### config.mk
export PLATFORM = sky130hd
export DESIGN_NAME = booth_radix2_multiplier
export DESIGN_NICKNAME = d
export VERILOG_FILES = /design/src/hw/rtl/brm_pkg.sv /design/src/hw/rtl/brm_dp.sv /design/src/hw/rtl/brm_ctrl.sv /design/src/hw/rtl/booth_radix2_multiplier.sv
export SDC_FILE = /design/constraint.sdc
export NUM_CORES = 1
export LEC_CHECK = 0
export BUFFER_PORTS_ARGS = -buffer_cell sky130_fd_sc_hd__buf_2
export CORE_ASPECT_RATIO = 0.5
export CORE_MARGIN = 2
export CORE_UTILIZATION = 30
export DETAILED_ROUTE_END_ITERATION = 7
export GPL_ROUTABILITY_DRIVEN = 0
export PLACE_DENSITY = 0.44
export SLEW_MARGIN = 15
export SYNTH_ARGS = -nofsm -noshare
export SYNTH_HDL_FRONTEND = slang
export SYNTH_HIERARCHICAL = 1
export SYNTH_SLANG_ARGS = --single-unit
### constraint.sdc
create_clock -name clk -period 4.9 [get_ports clk]
set_clock_uncertainty 0.15 [all_clocks]
set_input_delay 0.49 -clock clk [delete_from_list [all_inputs] [get_ports clk]]
set_output_delay 0.49 -clock clk [all_outputs]
set_load 0.01 [all_outputs]
### src/hw/rtl/brm_pkg.sv
// ----------------------------------------------------------------------------
// brm_pkg
// Shared widths, controller states and the command and status bundles of the
// radix-2 Booth multiplier.
// ----------------------------------------------------------------------------
package brm_pkg;

  localparam int WIDTH = 16;
  localparam int PROD_W = 2 * WIDTH;
  localparam int ACC_W = WIDTH + 1;
  localparam int CNT_W = $clog2(WIDTH + 1);

  typedef enum logic [1:0] {
    ST_IDLE,
    ST_RUN,
    ST_DONE
  } brm_state_t;

  typedef enum logic [1:0] {
    BOOTH_HOLD_LO = 2'b00,
    BOOTH_ADD     = 2'b01,
    BOOTH_SUB     = 2'b10,
    BOOTH_HOLD_HI = 2'b11
  } booth_op_t;

  typedef struct packed {
    logic load;
    logic step;
    logic latch;
  } brm_cmd_t;

  typedef struct packed {
    logic last;
  } brm_sts_t;

endpackage

### src/hw/rtl/brm_dp.sv
// ----------------------------------------------------------------------------
// brm_dp
// Booth datapath: accumulator, multiplier shift register, extra low bit, step
// counter and the output product register.
// ----------------------------------------------------------------------------
module brm_dp
  import brm_pkg::*;
(
  input  logic              clk,
  input  logic [WIDTH-1:0]  multiplicand,
  input  logic [WIDTH-1:0]  multiplier,
  input  brm_cmd_t          cmd,
  output brm_sts_t          sts,
  output logic [PROD_W-1:0] product
);

  logic [ACC_W-1:0]  acc_r, acc_nxt;
  logic [WIDTH-1:0]  q_r, q_nxt;
  logic              qm1_r, qm1_nxt;
  logic [WIDTH-1:0]  mcand_r, mcand_nxt;
  logic [CNT_W-1:0]  cnt_r, cnt_nxt;
  logic [PROD_W-1:0] prod_r, prod_nxt;
  logic [ACC_W-1:0]  m_ext;
  logic [ACC_W-1:0]  sum;
  booth_op_t         op;

  always_comb begin
    m_ext = {mcand_r[WIDTH-1], mcand_r};
    op = booth_op_t'({q_r[0], qm1_r});
    case (op)
      BOOTH_SUB: sum = acc_r - m_ext;
      BOOTH_ADD: sum = acc_r + m_ext;
      default:   sum = acc_r;
    endcase
  end

  always_comb begin
    acc_nxt   = acc_r;
    q_nxt     = q_r;
    qm1_nxt   = qm1_r;
    mcand_nxt = mcand_r;
    cnt_nxt   = cnt_r;
    prod_nxt  = prod_r;
    if (cmd.load) begin
      acc_nxt   = '0;
      q_nxt     = multiplier;
      qm1_nxt   = 1'b0;
      mcand_nxt = multiplicand;
      cnt_nxt   = CNT_W'(WIDTH);
    end else if (cmd.step) begin
      acc_nxt = {sum[ACC_W-1], sum[ACC_W-1:1]};
      q_nxt   = {sum[0], q_r[WIDTH-1:1]};
      qm1_nxt = q_r[0];
      cnt_nxt = cnt_r - CNT_W'(1);
    end
    if (cmd.latch) begin
      prod_nxt = {acc_r[WIDTH-1:0], q_r};
    end
  end

  always_ff @(posedge clk) begin
    acc_r   <= acc_nxt;
    q_r     <= q_nxt;
    qm1_r   <= qm1_nxt;
    mcand_r <= mcand_nxt;
    cnt_r   <= cnt_nxt;
    prod_r  <= prod_nxt;
  end

  assign sts.last = (cnt_r == CNT_W'(1));
  assign product  = prod_r;

endmodule

### src/hw/rtl/brm_ctrl.sv
// ----------------------------------------------------------------------------
// brm_ctrl
// Controller: sequences load, Booth steps and hand-off of the product into
// the output register, and owns the result valid flag.
// ----------------------------------------------------------------------------
module brm_ctrl
  import brm_pkg::*;
(
  input  logic     clk,
  input  logic     rst_n,
  input  logic     in_valid,
  output logic     in_ready,
  output logic     out_valid,
  input  logic     out_ready,
  output brm_cmd_t cmd,
  input  brm_sts_t sts
);

  brm_state_t state_r, state_nxt;
  logic       out_valid_r, out_valid_nxt;
  logic       out_free;

  assign out_free = !out_valid_r || out_ready;

  always_comb begin
    state_nxt = state_r;
    unique case (state_r)
      ST_IDLE: begin
        if (in_valid) state_nxt = ST_RUN;
      end
      ST_RUN: begin
        if (sts.last) state_nxt = ST_DONE;
      end
      ST_DONE: begin
        if (out_free) state_nxt = in_valid ? ST_RUN : ST_IDLE;
      end
      default: state_nxt = ST_IDLE;
    endcase
  end

  always_comb begin
    in_ready  = (state_r == ST_IDLE) || (state_r == ST_DONE && out_free);
    cmd.load  = in_valid && in_ready;
    cmd.step  = (state_r == ST_RUN);
    cmd.latch = (state_r == ST_DONE) && out_free;
    if (cmd.latch) begin
      out_valid_nxt = 1'b1;
    end else if (out_ready) begin
      out_valid_nxt = 1'b0;
    end else begin
      out_valid_nxt = out_valid_r;
    end
  end

  always_ff @(posedge clk) begin
    if (!rst_n) begin
      state_r     <= ST_IDLE;
      out_valid_r <= 1'b0;
    end else begin
      state_r     <= state_nxt;
      out_valid_r <= out_valid_nxt;
    end
  end

  assign out_valid = out_valid_r;

endmodule

### src/hw/rtl/booth_radix2_multiplier.sv
// ----------------------------------------------------------------------------
// booth_radix2_multiplier
// Signed 16 x 16 radix-2 Booth sequential multiplier with a 32-bit product.
// ----------------------------------------------------------------------------
// Usage:
//   Input channel (in_valid/in_ready) carries a request of two signed
//   operands, in_multiplicand and in_multiplier. Result channel
//   (out_valid/out_ready) carries the signed product out_product.
//   The accept cycle loads the operands, then one add-or-subtract and
//   arithmetic shift step runs per multiplier bit (16 steps) through a single
//   17-bit adder, then the product moves into the output register.
//   A new request is not taken while a product is in progress; the next
//   request is taken in the same cycle the finished product moves to the
//   output register.
//   A product waiting in the output register does not block a new request;
//   if the receiver stalls, the next finished product holds in the datapath
//   and the input channel stays not ready until the output register frees.
//   Synchronous reset (rst_n low) returns the controller to idle and drops
//   any pending result.
// ----------------------------------------------------------------------------
module booth_radix2_multiplier
  import brm_pkg::*;
(
  input  logic                     clk,
  input  logic                     rst_n,
  input  logic                     in_valid,
  output logic                     in_ready,
  input  logic signed [WIDTH-1:0]  in_multiplicand,
  input  logic signed [WIDTH-1:0]  in_multiplier,
  output logic                     out_valid,
  input  logic                     out_ready,
  output logic signed [PROD_W-1:0] out_product
);

  brm_cmd_t          cmd;
  brm_sts_t          sts;
  logic [PROD_W-1:0] product;

  brm_ctrl u_ctrl (
    .clk       (clk),
    .rst_n     (rst_n),
    .in_valid  (in_valid),
    .in_ready  (in_ready),
    .out_valid (out_valid),
    .out_ready (out_ready),
    .cmd       (cmd),
    .sts       (sts)
  );

  brm_dp u_dp (
    .clk          (clk),
    .multiplicand (in_multiplicand),
    .multiplier   (in_multiplier),
    .cmd          (cmd),
    .sts          (sts),
    .product      (product)
  );

  assign out_product = product;

endmodule

==> out/metrics.sh <==
HOLD_VIOLATIONS=0
YS_ASYNC_SR_FRACTION_PCT=0
LARGEST_BUFFER_COUNT_ON_ANY_CLOCK_PATH=2
VIA_COUNT=3119
CRITICAL_PATH_ARRIVAL_PS=3560
HOLD_PATH.STARTPOINT='in_multiplicand[10]'
ACHIEVABLE-FREQUENCY_MHz=286
YS.WARNINGS.COUNT=6
POWER_DENSITY_nW_PER_UM2=485
ANTENNA_DIODE_COUNT=0
LAYOUT_NETS=521
RUN_STATUS='finished, final reports clean'
DIE-AREA_UM2=16100
DRT_DRC_VIOLATIONS_LEFT=0
WORSTSKEWPAIRLATENCY_PS=340
SETUP.WORST_PATH.END_CLASS='flop'
TIMING.RR.START='u_dp/mcand_r[2]$_DFFE_PP_'
CLKTRANSATPATHREGS_PS=70
POST-CTS-SETUP-BUFFERS=0
START_UTIL_PCT=30.9
FINAL.MIN_CLOCK_PERIOD_PS=3490
CRIT_TYPE='flop to flop'
CP_TOP_FAMILY='simple AND/OR/NAND/NOR gates'
DIE_EXTENT_IN_X_UM=177
SYNTHDISTINCTLIBCELLS=63
UTILIZATION_PCT=36.7
SYNTH_CELLS=394
WORST_SETUP_PATH_START_KIND='flop'
CTS-RESIZED-GATES=0
CTS_TREE='done'
DRT-VIAS-PER-INSTANCE=4.68
GRT_START_MAX_NET_PINS=36
TOTAL_CLOCK_SINKS=89
REPORT.FINAL.SETUP_VIOL=0
R2R_SETUP_SLACK_PS=1410
SYNTH.TOP_CELL.AREA_SHARE_PCT=42.6
WORSTHOLDPATHTYPE='input port to flop'
FLOORPLAN.ROWS=31
DETAILED_PLACEMENT_HPWL_MM=7.37
SYNTH-SEQ-CELLS=89
NUMBER_OF_ENABLE_TYPE_REGISTER_CELLS_IN_THE_SYNTHESIZED_NETLIST=64
SYNTH_AREA_UM2=4510
GLOBALROUTETOTALUTIL_PCT=13.1
FIRST_GLOBAL_VIAS=2973
YOSYS_MOST_USED_DFF='edfxtp_1'
BOUNDARYPINS=70
UNREPAIRED_SETUP_ENDPOINTS_AFTER_GLOBAL_ROUTING='no'
GLOBAL_ROUTE_WIRE_LENGTH_BEFORE_REPAIR_MM=16.1
ANTENNA_FOUND_INITIAL=0
AVGSYNTHCELLAREA_UM2=11.4
NUMCTSBUFFERS=9
PORT_BUFFERS=69
CRIT-REG2REG-CAPTURE='u_dp/acc_r[15]$_SDFFE_PP0P_'
CORE_REGION_AREA_UM2=14600
LEAKAGE_nW=2.07
HOLD_DEPTH=1
WORST_PATH_MAX_DELAY_CELL='nor4b_1'
OVERFLOW=0
DRT_PRE_ANTENNA_ITERS=4
REG2REG_DEPTH=10
DETAILEDROUTE.FIRSTITERATIONVIOLATIONS=195
SYNTH.YOSYS.SEQ_AREA_SHARE_PCT=53.7
WIRE_LENGTH_AFTER_DETAILED_ROUTING_MM=10.1
YOSYS.AREA.TOP_TYPE='edfxtp_1'
SYNTH.NET_COUNT=452
SYNTHTOPCELLSBYAREA='edfxtp_1, dfxtp_1, ha_1'
TIMING.CRITICAL_PATH.CELLS='nor2_1, nor4b_1, a21oi_1, xor2_1, ha_1, nand2_1, or4_4, a21oi_4, mux2i_1, o2111ai_1'
LAYOUT-DRIVE-GT1-SHARE_PCT=25.4
SYN_TO_FINAL_GROWTH_PCT=18.9
TIMING.FINAL.CRIT_SHARE_PCT=71.3
VDD.IR_DROP.WORST_mV=0.183
SLEW_VIOLATIONS=0
MEASURED_SLEW_AT_THE_WORST_SLEW_CHECK_PIN_PS=733
SETUP_TOTAL_NEGATIVE_SLACK_PS=0
ROUTE.DETAILED.WL_PER_INST_UM=15.2
MAX_CAP_VIOLATION_COUNT=0
CRITICAL_PATH.MAX_FANOUT=8
ANT_NETS=0
CTS_HOLD_BUFFERS=0
WORST-PATH-BUF-INV=0
HTREEDEPTH=3
HOLD_END='u_dp/mcand_r[10]$_DFFE_PP_'
WORST_EP_REQUIRED_TIME_PS=4960
DIEHEIGHT_UM=90.7
TIMING.MAX_SLEW.REL_SLACK_PCT=50.4
TIMING.CRITICAL_PATH.SLOWEST_CELL_DELAY_PS=620
LIBRARY_CELL_USED_AS_CLOCK_ROOT_BUFFER='clkbuf_16'
-- placed cells by master, fill, tap and decap left out, drive strengths merged, types with 4 or more instances in the layout --
cell	synthesis	final
buf	3	73
o21ai	13	13
a21oi	30	30
and3	4	4
mux2i	9	9
dfxtp	25	25
xor2	15	15
a211oi	4	4
a31oi	5	5
mux2	17	17
o22ai	4	4
a311oi	6	6
nor3	12	12
xnor2	11	11
inv	12	15
clkbuf	12	9
o21a	5	5
nand2	30	30
nor2	38	38
ha	21	21
edfxtp	64	64
-- Yosys cell counts (4+ instances only) --
| library cell | count |
|---|---|
| xor2_1 | 15 |
| nor2_1 | 38 |
| ha_1 | 21 |
| a31oi_1 | 5 |
| a311oi_1 | 6 |
| o21ai_0 | 13 |
| o22ai_1 | 4 |
| nor3_1 | 12 |
| clkbuf_1 | 11 |
| dfxtp_1 | 25 |
| nand2_1 | 29 |
| a21oi_1 | 29 |
| xnor2_1 | 11 |
| mux2i_1 | 9 |
| mux2_2 | 16 |
| inv_1 | 12 |
| a211oi_1 | 4 |
| o21a_1 | 5 |
| edfxtp_1 | 64 |
-- power breakdown --
group / leakage (nW) / internal [W] / switching [W]
clock network: 0.139 / 0.000358 / 0.000320
registers: 0.808 / 0.000947 / 0.000113
logic: 1.13 / 0.000369 / 0.000492
-- state kept, by name, indices dropped and copies added, names as in the netlist --
signal,cells
u_dp/product,32
u_dp/acc_r,16
u_dp/mcand_r,16
u_dp/q_r,16
u_dp/cnt_r,5
u_ctrl/state_r,2
u_ctrl/out_valid,1
u_dp/qm1_r,1
-- metrics by stage --
stage | setup WS, ps | cells | instance area, um^2 | hold WS, ps | total power, W
after detailed placement | 1440 | 650 | 5060 | 281 | 0.00193
after floorplan | 1720 | 394 | 4510 | 272 | 0.00172
after global placement | 1450 | 650 | 5060 | 278 | 0.00195
after global routing | 1160 | 666 | 5360 | 153 | 0.00279
final | 1410 | 666 | 5360 | 167 | 0.00260
after CTS | 1440 | 666 | 5360 | 153 | 0.00263
-- layer usage --
layer | routed length (um) | vias up | GRT usage [%] | part of all wire [%]
li1 | - | 1599 | - | -
met3 | 574 | 4 | 4.21 | 5.7
met4 | 61 | 0 | 2.73 | 0.60
met2 | 3710 | 79 | 17.0 | 37
met5 | 0 | - | 0 | 0
met1 | 5780 | 1437 | 20.5 | 57
-- cell type report --
cell class	instances	area, um^2
Multi-Input combinational cell	277	1970
Sequential cell	89	2420
Clock buffer	9	225
Clock inverter	7	71.3
Fill cell	1480	9230
Inverter	13	48.8
Tap cell	198	248
Timing Repair Buffer	73	375
-- how the worst max path moves through the flow --
| stage | startpoint | to | cells past startpoint |
|---|---|---|---|
| after CTS | u_dp/mcand_r[3]$_DFFE_PP_ | u_dp/acc_r[15]$_SDFFE_PP0P_ | 10 |
| after floorplan | u_dp/q_r[0]$_DFFE_PP_ | u_dp/acc_r[15]$_SDFFE_PP0P_ | 13 |
| final | u_dp/mcand_r[2]$_DFFE_PP_ | u_dp/acc_r[15]$_SDFFE_PP0P_ | 10 |
| after detailed placement | u_dp/mcand_r[2]$_DFFE_PP_ | u_dp/acc_r[15]$_SDFFE_PP0P_ | 10 |
| after global placement | u_dp/mcand_r[3]$_DFFE_PP_ | u_dp/acc_r[15]$_SDFFE_PP0P_ | 10 |
| after global routing | u_dp/mcand_r[7]$_DFFE_PP_ | u_dp/acc_r[14]$_SDFFE_PP0P_ | 12 |
-- cells by family (layout without fill, tap and decap cells) --
kind of cell,count (synthesis),after routing,share of synthesized area [%]
AND/OR/NAND/NOR,118,118,13.2
AO/OA/AOI/OAI,85,85,12.6
buffers and inverters,28,102,2.89
flip-flops,89,89,53.7
adder cells (fa/ha/maj),22,22,6.27
multiplexers,26,26,6.25
XOR/XNOR,26,26,5.05
Note: power is estimated with default switching activity, not from simulation.
